File: src/rtl/core/mlfq_pkg.sv
// mlfq_pkg: shared types, constants and command codes of the multilevel
// feedback scheduler; used by mlfq_ctrl, mlfq_dpath and the top level in rtl/core
`default_nettype none

package mlfq_pkg;

	localparam int LEVELS  = 4;
	localparam int THREADS = 64;
	localparam int ID_W    = 6;
	localparam int LV_W    = $clog2(LEVELS);
	localparam int SLOT_W  = $clog2(THREADS);
	localparam int FIFO_AW = LV_W + SLOT_W;
	localparam int CNT_W   = $clog2(THREADS + 1);
	localparam int RUNS_W  = 8;
	localparam int CFG_W   = 8;
	localparam int ROUND_W = 16;
	localparam int PER_W   = CNT_W + CFG_W;
	localparam int MSTEP_W = $clog2(ROUND_W);

	localparam logic [1:0] FUNC_CREATE = 2'd0;
	localparam logic [1:0] FUNC_TICK   = 2'd1;
	localparam logic [1:0] FUNC_YIELD  = 2'd2;
	localparam logic [1:0] FUNC_EXIT   = 2'd3;

	localparam logic CFG_BOOST_FACTOR    = 1'b0;
	localparam logic CFG_BOOST_THRESHOLD = 1'b1;

	localparam logic [4:0] OP_NONE   = 5'd0;
	localparam logic [4:0] OP_LOAD   = 5'd1;
	localparam logic [4:0] OP_CREATE = 5'd2;
	localparam logic [4:0] OP_RQ_RD  = 5'd3;
	localparam logic [4:0] OP_RQ_WR  = 5'd4;
	localparam logic [4:0] OP_ROUND  = 5'd5;
	localparam logic [4:0] OP_MOD    = 5'd6;
	localparam logic [4:0] OP_B_DQ   = 5'd7;
	localparam logic [4:0] OP_B_RD   = 5'd8;
	localparam logic [4:0] OP_B_WR   = 5'd9;
	localparam logic [4:0] OP_R_RD   = 5'd10;
	localparam logic [4:0] OP_R_LV   = 5'd11;
	localparam logic [4:0] OP_R_EN   = 5'd12;
	localparam logic [4:0] OP_D_DQ   = 5'd13;
	localparam logic [4:0] OP_D_RD   = 5'd14;
	localparam logic [4:0] OP_D_WR   = 5'd15;

	typedef struct packed {
		logic [1:0]      func;
		logic [ID_W-1:0] thread_id;
	} item_t;

	typedef struct packed {
		logic [ID_W-1:0]  run_thread;
		logic             run_valid;
		logic             full_error;
		logic [CNT_W-1:0] pending_count;
	} result_t;

	typedef struct packed {
		logic [4:0] op;
	} cmd_t;

	typedef struct packed {
		logic running_valid;
		logic pending_zero;
		logic mod_last;
		logic rem_zero;
		logic k_last;
	} status_t;

endpackage

`default_nettype wire

File: src/rtl/core/mlfq_ram.sv
// mlfq_ram: generic one-write one-read memory with registered read data
// no dependencies
`default_nettype none

module mlfq_ram #(
	parameter int WIDTH = 8,
	parameter int DEPTH = 64
) (
	input  wire logic                     clk,
	input  wire logic                     we,
	input  wire logic [$clog2(DEPTH)-1:0] waddr,
	input  wire logic [WIDTH-1:0]         wdata,
	input  wire logic [$clog2(DEPTH)-1:0] raddr,
	output logic      [WIDTH-1:0]         rdata
);

	logic [WIDTH-1:0] mem_q [DEPTH];

	always_ff @(posedge clk) begin
		if (we) begin
			mem_q[waddr] <= wdata;
		end
		rdata <= mem_q[raddr];
	end

endmodule

`default_nettype wire

File: src/rtl/core/mlfq_ctrl.sv
// mlfq_ctrl: sequencer of the scheduler, issues at most one datapath command per cycle
// depends on mlfq_pkg
`default_nettype none

module mlfq_ctrl (
	input  wire logic             clk,
	input  wire logic             arst_n,
	input  wire logic             start,
	input  wire logic [1:0]       func,
	input  wire mlfq_pkg::status_t status,
	output mlfq_pkg::cmd_t        cmd,
	output logic                  busy,
	output logic                  done
);

	import mlfq_pkg::*;

	localparam logic [3:0] ST_IDLE   = 4'd0;
	localparam logic [3:0] ST_CREATE = 4'd1;
	localparam logic [3:0] ST_RQ_RD  = 4'd2;
	localparam logic [3:0] ST_RQ_WR  = 4'd3;
	localparam logic [3:0] ST_ROUND  = 4'd4;
	localparam logic [3:0] ST_MOD    = 4'd5;
	localparam logic [3:0] ST_CHK    = 4'd6;
	localparam logic [3:0] ST_B_DQ   = 4'd7;
	localparam logic [3:0] ST_B_RD   = 4'd8;
	localparam logic [3:0] ST_B_WR   = 4'd9;
	localparam logic [3:0] ST_R_RD   = 4'd10;
	localparam logic [3:0] ST_R_LV   = 4'd11;
	localparam logic [3:0] ST_R_EN   = 4'd12;
	localparam logic [3:0] ST_D_DQ   = 4'd13;
	localparam logic [3:0] ST_D_RD   = 4'd14;
	localparam logic [3:0] ST_D_WR   = 4'd15;

	logic [3:0] state_q;
	logic [3:0] state_d;
	logic       done_q;
	logic       done_d;

	always_comb begin
		state_d = state_q;
		done_d  = 1'b0;
		cmd.op  = OP_NONE;
		case (state_q)
			ST_IDLE: begin
				if (start && !done_q) begin
					cmd.op = OP_LOAD;
					if (func == FUNC_CREATE) begin
						state_d = ST_CREATE;
					end else if (status.running_valid && func != FUNC_EXIT) begin
						state_d = ST_RQ_RD;
					end else begin
						state_d = ST_ROUND;
					end
				end
			end
			ST_CREATE: begin
				cmd.op  = OP_CREATE;
				state_d = ST_IDLE;
				done_d  = 1'b1;
			end
			ST_RQ_RD: begin
				cmd.op  = OP_RQ_RD;
				state_d = ST_RQ_WR;
			end
			ST_RQ_WR: begin
				cmd.op  = OP_RQ_WR;
				state_d = ST_ROUND;
			end
			ST_ROUND: begin
				cmd.op = OP_ROUND;
				if (status.pending_zero) begin
					state_d = ST_IDLE;
					done_d  = 1'b1;
				end else begin
					state_d = ST_MOD;
				end
			end
			ST_MOD: begin
				cmd.op = OP_MOD;
				if (status.mod_last) begin
					state_d = ST_CHK;
				end
			end
			ST_CHK: begin
				state_d = status.rem_zero ? ST_B_DQ : ST_D_DQ;
			end
			ST_B_DQ: begin
				cmd.op  = OP_B_DQ;
				state_d = ST_B_RD;
			end
			ST_B_RD: begin
				cmd.op  = OP_B_RD;
				state_d = ST_B_WR;
			end
			ST_B_WR: begin
				cmd.op  = OP_B_WR;
				state_d = status.k_last ? ST_R_RD : ST_B_DQ;
			end
			ST_R_RD: begin
				cmd.op  = OP_R_RD;
				state_d = ST_R_LV;
			end
			ST_R_LV: begin
				cmd.op  = OP_R_LV;
				state_d = ST_R_EN;
			end
			ST_R_EN: begin
				cmd.op  = OP_R_EN;
				state_d = status.k_last ? ST_D_DQ : ST_R_RD;
			end
			ST_D_DQ: begin
				cmd.op  = OP_D_DQ;
				state_d = ST_D_RD;
			end
			ST_D_RD: begin
				cmd.op  = OP_D_RD;
				state_d = ST_D_WR;
			end
			ST_D_WR: begin
				cmd.op  = OP_D_WR;
				state_d = ST_IDLE;
				done_d  = 1'b1;
			end
			default: begin
				state_d = ST_IDLE;
			end
		endcase
	end

	always_ff @(posedge clk or negedge arst_n) begin
		if (!arst_n) begin
			state_q <= ST_IDLE;
			done_q  <= 1'b0;
		end else begin
			state_q <= state_d;
			done_q  <= done_d;
		end
	end

	assign busy = (state_q != ST_IDLE) || done_q;
	assign done = done_q;

endmodule

`default_nettype wire

File: src/rtl/core/mlfq_dpath.sv
// mlfq_dpath: queue pointers, thread tables, boost order buffer and
// period remainder unit; depends on mlfq_pkg and mlfq_ram
`default_nettype none

module mlfq_dpath (
	input  wire logic                    clk,
	input  wire logic                    arst_n,
	input  wire mlfq_pkg::cmd_t          cmd,
	input  wire mlfq_pkg::item_t         item,
	input  wire logic                    cfg_we,
	input  wire logic                    cfg_index,
	input  wire logic [mlfq_pkg::CFG_W-1:0] cfg_data,
	output mlfq_pkg::status_t            status,
	output mlfq_pkg::result_t            result
);

	import mlfq_pkg::*;

	logic [1:0]        func_q;
	logic [ID_W-1:0]   tid_q;
	logic [SLOT_W-1:0] head_q [LEVELS];
	logic [SLOT_W-1:0] tail_q [LEVELS];
	logic [CNT_W-1:0]  fill_q [LEVELS];
	logic [ID_W-1:0]   running_id_q;
	logic              running_valid_q;
	logic [ROUND_W-1:0] round_q;
	logic [CNT_W-1:0]  pending_q;
	logic [CFG_W-1:0]  factor_q;
	logic [CFG_W-1:0]  thresh_q;
	logic [PER_W-1:0]  period_q;
	logic [PER_W-1:0]  rem_q;
	logic [ROUND_W-1:0] quo_q;
	logic [MSTEP_W-1:0] mcnt_q;
	logic [CNT_W-1:0]  n_q;
	logic [CNT_W-1:0]  k_q;
	logic [ID_W-1:0]   id_q;
	logic              full_q;

	logic [LV_W-1:0]   best_lv;
	logic              enq_en;
	logic [LV_W-1:0]   enq_lv;
	logic [ID_W-1:0]   enq_id;
	logic              deq_en;
	logic              room_full;
	logic [ROUND_W-1:0] round_inc;
	logic [PER_W:0]    mod_r;
	logic [LV_W-1:0]   rq_lv;

	logic              fifo_we;
	logic [FIFO_AW-1:0] fifo_raddr;
	logic [ID_W-1:0]   fifo_rdata;
	logic              lvl_we;
	logic [SLOT_W-1:0] lvl_waddr;
	logic [LV_W-1:0]   lvl_wdata;
	logic [SLOT_W-1:0] lvl_raddr;
	logic [LV_W-1:0]   lvl_rdata;
	logic              runs_we;
	logic [SLOT_W-1:0] runs_waddr;
	logic [RUNS_W-1:0] runs_wdata;
	logic [SLOT_W-1:0] runs_raddr;
	logic [RUNS_W-1:0] runs_rdata;
	logic              ord_we;
	logic [ID_W-1:0]   ord_rdata;

	always_comb begin
		best_lv = '0;
		for (int i = 0; i < LEVELS; i++) begin
			if (fill_q[i] != '0) begin
				best_lv = LV_W'(i);
			end
		end
	end

	assign room_full = (pending_q + CNT_W'(running_valid_q)) >= CNT_W'(THREADS);
	assign round_inc = round_q + ROUND_W'(1);
	assign mod_r     = {rem_q, quo_q[ROUND_W-1]};
	assign rq_lv     = (func_q == FUNC_TICK && lvl_rdata != '0) ? lvl_rdata - LV_W'(1)
		: lvl_rdata;

	always_comb begin
		enq_en = 1'b0;
		enq_lv = '0;
		enq_id = '0;
		case (cmd.op)
			OP_CREATE: begin
				enq_en = !room_full;
				enq_lv = LV_W'(LEVELS - 1);
				enq_id = tid_q;
			end
			OP_RQ_WR: begin
				enq_en = 1'b1;
				enq_lv = rq_lv;
				enq_id = running_id_q;
			end
			OP_R_EN: begin
				enq_en = 1'b1;
				enq_lv = lvl_rdata;
				enq_id = id_q;
			end
			default: begin
				enq_en = 1'b0;
			end
		endcase
	end

	assign deq_en  = (cmd.op == OP_B_DQ) || (cmd.op == OP_D_DQ);
	assign fifo_we = enq_en;
	assign fifo_raddr = {best_lv, head_q[best_lv]};

	always_comb begin
		lvl_we     = 1'b0;
		lvl_waddr  = tid_q;
		lvl_wdata  = LV_W'(LEVELS - 1);
		lvl_raddr  = running_id_q;
		runs_we    = 1'b0;
		runs_waddr = tid_q;
		runs_wdata = '0;
		runs_raddr = fifo_rdata;
		case (cmd.op)
			OP_CREATE: begin
				lvl_we  = !room_full;
				runs_we = !room_full;
			end
			OP_RQ_WR: begin
				lvl_we    = 1'b1;
				lvl_waddr = running_id_q;
				lvl_wdata = rq_lv;
			end
			OP_B_RD: begin
				lvl_raddr = fifo_rdata;
			end
			OP_B_WR: begin
				lvl_we     = 1'b1;
				lvl_waddr  = id_q;
				lvl_wdata  = (runs_rdata < thresh_q && lvl_rdata != LV_W'(LEVELS - 1))
					? lvl_rdata + LV_W'(1) : lvl_rdata;
				runs_we    = 1'b1;
				runs_waddr = id_q;
			end
			OP_R_LV: begin
				lvl_raddr = ord_rdata;
			end
			OP_D_WR: begin
				runs_we    = 1'b1;
				runs_waddr = id_q;
				runs_wdata = (runs_rdata == '1) ? runs_rdata : runs_rdata + RUNS_W'(1);
			end
			default: begin
				lvl_we = 1'b0;
			end
		endcase
	end

	assign ord_we = (cmd.op == OP_B_WR);

	mlfq_ram #(.WIDTH(ID_W), .DEPTH(LEVELS * THREADS)) u_fifo_ram (
		.clk   (clk),
		.we    (fifo_we),
		.waddr ({enq_lv, tail_q[enq_lv]}),
		.wdata (enq_id),
		.raddr (fifo_raddr),
		.rdata (fifo_rdata)
	);

	mlfq_ram #(.WIDTH(LV_W), .DEPTH(THREADS)) u_level_ram (
		.clk   (clk),
		.we    (lvl_we),
		.waddr (lvl_waddr),
		.wdata (lvl_wdata),
		.raddr (lvl_raddr),
		.rdata (lvl_rdata)
	);

	mlfq_ram #(.WIDTH(RUNS_W), .DEPTH(THREADS)) u_runs_ram (
		.clk   (clk),
		.we    (runs_we),
		.waddr (runs_waddr),
		.wdata (runs_wdata),
		.raddr (runs_raddr),
		.rdata (runs_rdata)
	);

	mlfq_ram #(.WIDTH(ID_W), .DEPTH(THREADS)) u_order_ram (
		.clk   (clk),
		.we    (ord_we),
		.waddr (k_q[SLOT_W-1:0]),
		.wdata (id_q),
		.raddr (k_q[SLOT_W-1:0]),
		.rdata (ord_rdata)
	);

	// queue pointers and counts
	always_ff @(posedge clk or negedge arst_n) begin
		if (!arst_n) begin
			for (int i = 0; i < LEVELS; i++) begin
				head_q[i] <= '0;
				tail_q[i] <= '0;
				fill_q[i] <= '0;
			end
			pending_q <= '0;
		end else if (enq_en) begin
			tail_q[enq_lv] <= (tail_q[enq_lv] == SLOT_W'(THREADS - 1)) ? '0
				: tail_q[enq_lv] + SLOT_W'(1);
			fill_q[enq_lv] <= fill_q[enq_lv] + CNT_W'(1);
			pending_q      <= pending_q + CNT_W'(1);
		end else if (deq_en) begin
			head_q[best_lv] <= (head_q[best_lv] == SLOT_W'(THREADS - 1)) ? '0
				: head_q[best_lv] + SLOT_W'(1);
			fill_q[best_lv] <= fill_q[best_lv] - CNT_W'(1);
			pending_q       <= pending_q - CNT_W'(1);
		end
	end

	always_ff @(posedge clk or negedge arst_n) begin
		if (!arst_n) begin
			running_id_q    <= '0;
			running_valid_q <= 1'b0;
			round_q         <= ROUND_W'(1);
			factor_q        <= CFG_W'(2);
			thresh_q        <= CFG_W'(1);
			full_q          <= 1'b0;
			func_q          <= FUNC_CREATE;
			k_q             <= '0;
			mcnt_q          <= '0;
		end else begin
			if (cfg_we) begin
				case (cfg_index)
					CFG_BOOST_FACTOR:    factor_q <= cfg_data;
					CFG_BOOST_THRESHOLD: thresh_q <= cfg_data;
					default:             factor_q <= factor_q;
				endcase
			end
			case (cmd.op)
				OP_LOAD: begin
					func_q <= item.func;
					full_q <= 1'b0;
				end
				OP_CREATE: begin
					full_q <= room_full;
				end
				OP_ROUND: begin
					round_q         <= round_inc;
					running_valid_q <= 1'b0;
					mcnt_q          <= '0;
					k_q             <= '0;
					if (pending_q == '0) begin
						running_id_q <= '0;
					end
				end
				OP_MOD: begin
					mcnt_q <= mcnt_q + MSTEP_W'(1);
				end
				OP_B_WR: begin
					k_q <= status.k_last ? '0 : k_q + CNT_W'(1);
				end
				OP_R_EN: begin
					k_q <= k_q + CNT_W'(1);
				end
				OP_D_RD: begin
					running_id_q    <= fifo_rdata;
					running_valid_q <= 1'b1;
				end
				default: begin
					k_q <= k_q;
				end
			endcase
		end
	end

	// payload registers
	always_ff @(posedge clk) begin
		case (cmd.op)
			OP_LOAD: begin
				tid_q <= item.thread_id;
			end
			OP_ROUND: begin
				period_q <= PER_W'(pending_q) * PER_W'(factor_q) + PER_W'(1);
				n_q      <= pending_q;
				rem_q    <= '0;
				quo_q    <= round_inc;
			end
			OP_MOD: begin
				rem_q <= (mod_r >= {1'b0, period_q}) ? PER_W'(mod_r - {1'b0, period_q})
					: PER_W'(mod_r);
				quo_q <= {quo_q[ROUND_W-2:0], 1'b0};
			end
			OP_B_RD, OP_D_RD: begin
				id_q <= fifo_rdata;
			end
			OP_R_LV: begin
				id_q <= ord_rdata;
			end
			default: begin
				id_q <= id_q;
			end
		endcase
	end

	assign status.running_valid = running_valid_q;
	assign status.pending_zero  = (pending_q == '0);
	assign status.mod_last      = (mcnt_q == MSTEP_W'(ROUND_W - 1));
	assign status.rem_zero      = (rem_q == '0);
	assign status.k_last        = (k_q == n_q - CNT_W'(1));

	assign result.run_thread    = (func_q != FUNC_CREATE && running_valid_q) ? running_id_q
		: '0;
	assign result.run_valid     = (func_q != FUNC_CREATE) && running_valid_q;
	assign result.full_error    = full_q;
	assign result.pending_count = pending_q;

endmodule

`default_nettype wire

File: src/rtl/core/multilevel_feedback_scheduler.sv
// multilevel_feedback_scheduler: top level, joins sequencer and datapath
// depends on mlfq_pkg, mlfq_ctrl, mlfq_dpath, mlfq_ram
// tick, yield or exit run the 16-step remainder unit for the boost period
// when threads are pending; a boost makes two passes over the queued
// threads through the one-write one-read tables
// one item at a time: busy is high through the done cycle; results cannot stall
// async reset clears queues, counters and control registers; tables need none
`default_nettype none

module multilevel_feedback_scheduler (
	input  wire logic                        clk,
	input  wire logic                        arst_n,
	input  wire logic                        start,
	output logic                             busy,
	input  wire mlfq_pkg::item_t             item,
	output logic                             done,
	output mlfq_pkg::result_t                result,
	input  wire logic                        cfg_we,
	input  wire logic                        cfg_index,
	input  wire logic [mlfq_pkg::CFG_W-1:0]  cfg_data
);

	import mlfq_pkg::*;

	cmd_t    cmd;
	status_t status;

	mlfq_ctrl u_ctrl (
		.clk    (clk),
		.arst_n (arst_n),
		.start  (start),
		.func   (item.func),
		.status (status),
		.cmd    (cmd),
		.busy   (busy),
		.done   (done)
	);

	mlfq_dpath u_dpath (
		.clk       (clk),
		.arst_n    (arst_n),
		.cmd       (cmd),
		.item      (item),
		.cfg_we    (cfg_we),
		.cfg_index (cfg_index),
		.cfg_data  (cfg_data),
		.status    (status),
		.result    (result)
	);

`ifndef SYNTHESIS
	a_accept_busy: assert property (@(posedge clk) disable iff (!arst_n)
		start && !busy |=> busy) else $error("transfer did not raise busy");
	a_done_free: assert property (@(posedge clk) disable iff (!arst_n)
		done |=> !busy) else $error("busy after result");
	a_done_busy: assert property (@(posedge clk) disable iff (!arst_n)
		done |-> busy) else $error("result while idle");
	a_full_norun: assert property (@(posedge clk) disable iff (!arst_n)
		done && result.full_error |-> !result.run_valid) else $error("full with dispatch");
	a_pending_max: assert property (@(posedge clk) disable iff (!arst_n)
		done |-> result.pending_count <= CNT_W'(THREADS)) else $error("pending overflow");
`endif

endmodule

`default_nettype wire

File: config.mk
export PLATFORM = sky130hd
export DESIGN_NAME = multilevel_feedback_scheduler
export DESIGN_NICKNAME = d
export VERILOG_FILES = /design/src/rtl/core/mlfq_pkg.sv /design/src/rtl/core/mlfq_ram.sv /design/src/rtl/core/mlfq_ctrl.sv /design/src/rtl/core/mlfq_dpath.sv /design/src/rtl/core/multilevel_feedback_scheduler.sv
export SDC_FILE = /design/constraint.sdc
export NUM_CORES = 2
export LEC_CHECK = 0
export BUFFER_PORTS_ARGS = -buffer_cell sky130_fd_sc_hd__buf_4
export CAP_MARGIN = 20
export CORE_UTILIZATION = 25
export CTS_CLUSTER_DIAMETER = 200
export DETAILED_ROUTE_END_ITERATION = 8
export SETUP_SLACK_MARGIN = 0.4
export SYNTH_ARGS = -nofsm -noshare
export SYNTH_HDL_FRONTEND = slang
export SYNTH_SLANG_ARGS = --single-unit
File: constraint.sdc
create_clock -name clk -period 35.2 [get_ports clk]
set_input_delay 7.04 -clock clk [delete_from_list [all_inputs] [get_ports clk]]
set_output_delay 7.04 -clock clk [all_outputs]
set_load 0.05 [all_outputs]
# Word level (Yosys, flattened, before mapping)

Memories as Yosys holds them, arrays and structs flattened. A register that Yosys moved wholly into a read port is not among the register bits.
Index checks and enable logic that the tools add are counted.
Widths: inputs -> output; s select.

Flip-flop bits (word level): 206
RAM bits: 2560
Output and inout port bits: 17
Memories: 4

Add/subtract/negate cells: 16
Multiply operators: 1
Magnitude comparators: 7
Equality and inequality tests: 39
Muxes and demuxes: 79
Bitwise logic cells: 4
Reductions and logical operators: 37

Memory list:

| memory                    | depth | bits a word | read ports | clocked after memory_dff | wr ports | line           | source |
|---|---|---|---|---|---|---|---|
| u_dpath.u_fifo_ram.mem_q  | 256   | 6           | 1          | 1                        | 1        | mlfq_ram.sv:17 | `logic [WIDTH-1:0] mem_q [DEPTH];` |
| u_dpath.u_runs_ram.mem_q  | 64    | 8           | 1          | 1                        | 1        | mlfq_ram.sv:17 |  |
| u_dpath.u_order_ram.mem_q | 64    | 6           | 1          | 1                        | 1        | mlfq_ram.sv:17 |  |
| u_dpath.u_level_ram.mem_q | 64    | 2           | 1          | 1                        | 1        | mlfq_ram.sv:17 |  |

Operators with widths:

| kind                  | count |
|---|---|
| $pmux 5 s15           | 1 |
| $mux 6                | 11 |
| $mux 7                | 9 |
| $pmux 4 s15           | 1 |
| $bwmux 28             | 2 |
| $mux 28               | 2 |
| $bwmux 24             | 2 |
| $pmux 6 s2            | 4 |
| $eq 4x4->1 const B    | 9 |
| $eq 5x4->1 const B    | 7 |
| $pmux 16 s2           | 1 |
| $pmux 15 s2           | 1 |
| $bmux 7 s2            | 2 |
| $demux 7 s2           | 2 |
| $bmux 6 s2            | 2 |
| $demux 6 s2           | 2 |
| $add 7x1->7 const B   | 3 |
| $pmux 7 s3            | 1 |
| $reduce_bool 7->1     | 3 |
| $sub 7x1->7 const B   | 3 |
| $eq 5x3->1 const B    | 4 |
| $mux 4                | 5 |
| $pmux 6 s3            | 1 |
| $add 16x1->16 const B | 1 |
| other kinds (48)      | 104 |

# Depth between registers and ports, before layout

Depth in word-level cells: 13
Depth in mapped cells: 20
Mapped depth without buffers: 19

# Hierarchy

Synthesis repeated with hierarchy kept, for this count alone.

Cell total of the unflattened synthesis: 6418
Area, all modules: 115046.6 µm²

By module, submodules not included:

| module                          | instances | cells an instance | area each (µm²) |
|---|---|---|---|
| mlfq_ram at u_dpath.u_fifo_ram  | 1         | 2964              | 60073.9 |
| mlfq_ram at u_dpath.u_runs_ram  | 1         | 940               | 20166.8 |
| mlfq_ram at u_dpath.u_order_ram | 1         | 720               | 15225.9 |
| mlfq_dpath                      | 1         | 1402              | 13656.8 |
| mlfq_ram at u_dpath.u_level_ram | 1         | 324               | 5397.7 |
| mlfq_ctrl                       | 1         | 68                | 525.5 |

# Worst setup path after synthesis

No wires, ideal clock.

Kind: register to register
From: register u_dpath.id_q[1]
To: memory u_dpath.u_fifo_ram.mem_q[0][1] in the netlist's numbering (data pin)
Arrival: 11.259 ns
Required time: 33.012 ns
Slack: 21.752 ns
Cell stages (with the launch flop): 3
Cells stage by stage: edfxtp_1 inv_1 o21ai_0

Cells in the longest elaborated chain, start to end: 1

Ends and longest elaborated chain:

| element                | line              | source |
|---|---|---|
| start, declared        | mlfq_dpath.sv:36  | `logic [ID_W-1:0] id_q;` |
| start signal, assigned | mlfq_dpath.sv:288 | `id_q <= fifo_rdata;` |
| start signal, assigned | mlfq_dpath.sv:291 | `id_q <= ord_rdata;` |
| start signal, assigned | mlfq_dpath.sv:294 | `id_q <= id_q;` |
| $pmux 6 s3             | mlfq_dpath.sv:84  | `case (cmd.op)` |
| net u_dpath.enq_id[1]  | mlfq_dpath.sv:42  | `logic [ID_W-1:0] enq_id;` |
| end, declared          | mlfq_ram.sv:17    |  |

The timed path passes the listed nets, and every way through them passes these cells.

# Worst setup path after layout

From: register u_ctrl.state_q[1]
To: output busy

Cells in the longest elaborated chain, start to end: 2

Ends and longest elaborated chain:

| element                | line                                | source |
|---|---|---|
| start, declared        | mlfq_ctrl.sv:35                     | `logic [3:0] state_q;` |
| start signal, assigned | mlfq_ctrl.sv:136                    | `state_q <= state_d;` |
| $reduce_bool 4->1      | mlfq_ctrl.sv:141                    | `assign busy = (state_q != ST_IDLE) \|\| done_q;` |
| $logic_or 1x1->1       | mlfq_ctrl.sv:141                    |  |
| end, declared          | multilevel_feedback_scheduler.sv:14 | `output logic busy,` |

No other way between the ends.

==> flow_summary.json <==
{
  "critPathKind": "flop to output port",
  "status": "finished clean",
  "min_to": "u_dpath.tail_q[14]",
  "final.setup_skew_ps": 78.6,
  "rrSetupSlack_ps": 28580,
  "grt_pass1_vias": 68500,
  "gp_congestion": 0.837,
  "drive_gt1_frac": 0.101,
  "hp-start": "u_dpath.tail_q[14]",
  "gr-total-overflow": 0,
  "fin_hold_ws_ps": 477,
  "cts_root_buf": "clkbuf_16",
  "drt-initial-drc-count": 8652,
  "slew_headroom": 0.186,
  "final.setup.tns_ps": 0,
  "grt_antenna_before_repair": 12,
  "dr.pass1.iters": 7,
  "synth_seq_area_share": 0.719,
  "netlist_area_mm2": 0.115,
  "synthArstFlopShare": 0.0506,
  "crit_fanout": 19,
  "numPortBuffers": 37,
  "synth_enable_flop_cells": 2625,
  "cts_tree": "yes",
  "num_rows": 248,
  "cts_resized": 0,
  "total_power_mw": 11.2,
  "cts-htree-levels": 5,
  "synth_ff_type": "edfxtp_1",
  "ys_warn_count": 0,
  "numCtsBuffers": 282,
  "ioPinCount": 38,
  "fmax_mhz": 108,
  "avgSynthCellArea_um2": 13.7,
  "grt_pass1_wl_um": 470000,
  "end_kind": "output port",
  "slew_viol_final": 0,
  "r2r_cells": 15,
  "fin_crit_sh": 0.263,
  "required_ps": 28160,
  "via_count": 71100,
  "p_per_area_mw_per_mm2": 85.0,
  "area_delta_synth_final_pct": 14.1,
  "cp-start-kind": "flop",
  "vias_per_cell": 4.83,
  "dpl.hpwl_um": 192000,
  "initial_core_util": 0.252,
  "fp.dieW_um": 681,
  "die_area_mm2": 0.464,
  "ir_drop_mv": 0.0966,
  "synth_seq_cells": 2788,
  "nNetsFinal": 8508,
  "grt_max_degree": 195,
  "r2r-start": "u_dpath.fill_q[2]",
  "arrival_ps": 2200,
  "hold_viol": 0,
  "die_h_um": 681,
  "design.core.area_mm2": 0.457,
  "synth_area_leaders": "edfxtp_1 68%, nand2_1 5.6%, mux4_2 3.3%",
  "max_cap_viol_count": 0,
  "synth_top_area_cell": "edfxtp_1",
  "clock_sinks": 2788,
  "wl_per_cell_um": 21.7,
  "insertion_delay_ps": 870,
  "syn_inst": 8393,
  "grtUsageTotal": 0.133,
  "leakagePower_nw": 42.9,
  "postCtsHoldBufs": 0,
  "setup_viol": 0,
  "rsz0062_at_grt": "no",
  "fin_crit_ps": 9240,
  "post-cts-setup-buffers": 0,
  "wirelength_um": 320000,
  "clk_path_buf_depth": 4,
  "holdPathStages": 1,
  "postRouteAntennaNets": 0,
  "synthesis.nets": 8522,
  "drcViolationCount": 0,
  "ys_types": 90,
  "hold_class": "flop to flop",
  "yosysTopAreaCellShare": 0.684,
  "rr_endpoint": "u_dpath.u_fifo_ram.rdata[0]",
  "tightest_slew_ps": 1220,
  "path_clk_slew_ps": 60
}
## routing by layer
metal	up-vias	part of all wire	global-route usage
li1	31500	-	-
met1	36000	0.42	0.183
met2	3016	0.47	0.213
met3	568	0.079	0.0211
met4	2	0.037	0.0464
met5	-	0.000062	0
## cell usage after synthesis, types with 31 or more instances
cell type,n
nor3_1,41
buf_1,66
nand2_1,1730
nand3_1,703
ha_1,77
and2_1,102
a311oi_1,50
o22ai_1,33
buf_2,165
edfxtp_1,2625
clkbuf_1,236
a22o_1,33
mux4_2,168
o21ai_0,128
xor2_1,33
fa_1,31
a31oi_1,166
a21oi_1,135
a221oi_1,33
mux2i_1,75
a22oi_1,164
nor2_1,603
a211oi_1,126
and3_1,118
inv_1,92
xnor2_1,58
dfrtp_1,138
nand4_1,79
## metrics by stage
| step | instance area (µm²) | utilization | setup WS [ps] | std cells |
|---|---|---|---|---|
| 2_1_floorplan | 115000 | - | 21750 | 8393 |
| 3_3_place_gp | 123000 | 0.268 | 26520 | 14200 |
| 3_5_place_dp | 123000 | 0.268 | 26500 | 14200 |
| 4_1_cts | 131000 | 0.287 | 25910 | 14700 |
| 5_1_grt | 131000 | 0.287 | 25830 | 14700 |
| 6_report | 131000 | 0.287 | 25960 | 14700 |
## worst max path at each step
stage / startpoint / endpoint / cells after the start
2_1_floorplan: u_dpath.id_q[1] / u_dpath.u_fifo_ram.mem_q[0][1] / 2
3_3_place_gp: arst_n / u_dpath.head_q[5] / 2
3_5_place_dp: arst_n / u_dpath.tail_q[20] / 2
4_1_cts: u_ctrl.state_q[1] / busy / 3
5_1_grt: u_ctrl.state_q[0] / busy / 3
6_report: u_ctrl.state_q[1] / busy / 3
## registers in the layout (all words and copies together) (netlist names), 6 cells and up
register,flops
u_dpath.factor_q,8
u_dpath.round_q,16
u_dpath.u_fifo_ram.mem_q,1536
u_dpath.head_q,24
u_dpath.quo_q,16
u_dpath.k_q,7
u_dpath.rem_q,15
u_dpath.u_runs_ram.mem_q,512
u_dpath.n_q,7
u_dpath.thresh_q,8
u_dpath.u_runs_ram.rdata,8
u_dpath.u_order_ram.mem_q,384
u_dpath.fill_q,28
u_dpath.running_id_q,6
u_dpath.period_q,15
u_dpath.tid_q,6
u_dpath.u_fifo_ram.rdata,6
u_dpath.u_level_ram.mem_q,128
u_dpath.id_q,6
u_dpath.pending_q,7
u_dpath.tail_q,24
u_dpath.u_order_ram.rdata,6
## cells in the final DEF (no fill, tap or decap), types with 32 or more instances in the layout
master,netlist,final
a311oi_1,50,50
clkbuf_1,236,55
nor2_1,603,589
a22oi_1,164,163
xor2_1,33,33
nand2_1,1730,1728
a31oi_1,166,166
a22o_1,33,33
nand4_1,79,79
a221oi_1,33,32
dfrtp_1,138,138
and2_1,102,99
clkinv_1,0,60
nor3_1,41,35
edfxtp_1,2625,2625
inv_1,92,92
buf_4,21,186
o22ai_1,33,33
clkbuf_16,0,288
o21ai_0,128,125
xnor2_1,58,58
ha_1,77,77
mux4_2,168,168
a211oi_1,126,125
nand3_1,703,700
mux2i_1,75,75
and3_1,118,116
a21oi_1,135,133
clkinv_2,0,43
## cell type report
type | instances | area, µm²
fill | 45900 | 326000
sequential | 2788 | 82800
multi-input combinational | 5012 | 30100
tap | 6125 | 7660
clock buffer | 347 | 7470
timing repair buffer | 201 | 1640
clock inverter | 151 | 1330
inverter | 94 | 377
antenna | 5 | 12.5
## where the power goes
group / internal [mW] / switching [mW]
Sequential: 4.11 / 0.138
Clock: 1.66 / 1.27
Combinational: 1.19 / 2.81
Total: 6.96 / 4.22
## cells by family after synthesis
family | Yosys count | synth area share
XOR/XNOR | 91 | 0.00692
AO/OA/AOI/OAI | 1056 | 0.0644
adder cells (fa/ha/maj) | 109 | 0.0138
AND/OR/NAND/NOR | 3487 | 0.132
buffers and inverters | 593 | 0.0225
flip-flops | 2788 | 0.719
multiplexers | 269 | 0.0419
## worst max-delay path: stages (launching register included)
cell and delay, ps:
dfrtp_1 770, nor2_1 220, nand3b_1 150, buf_4 200
Note: power is estimated with default switching activity, not from simulation.
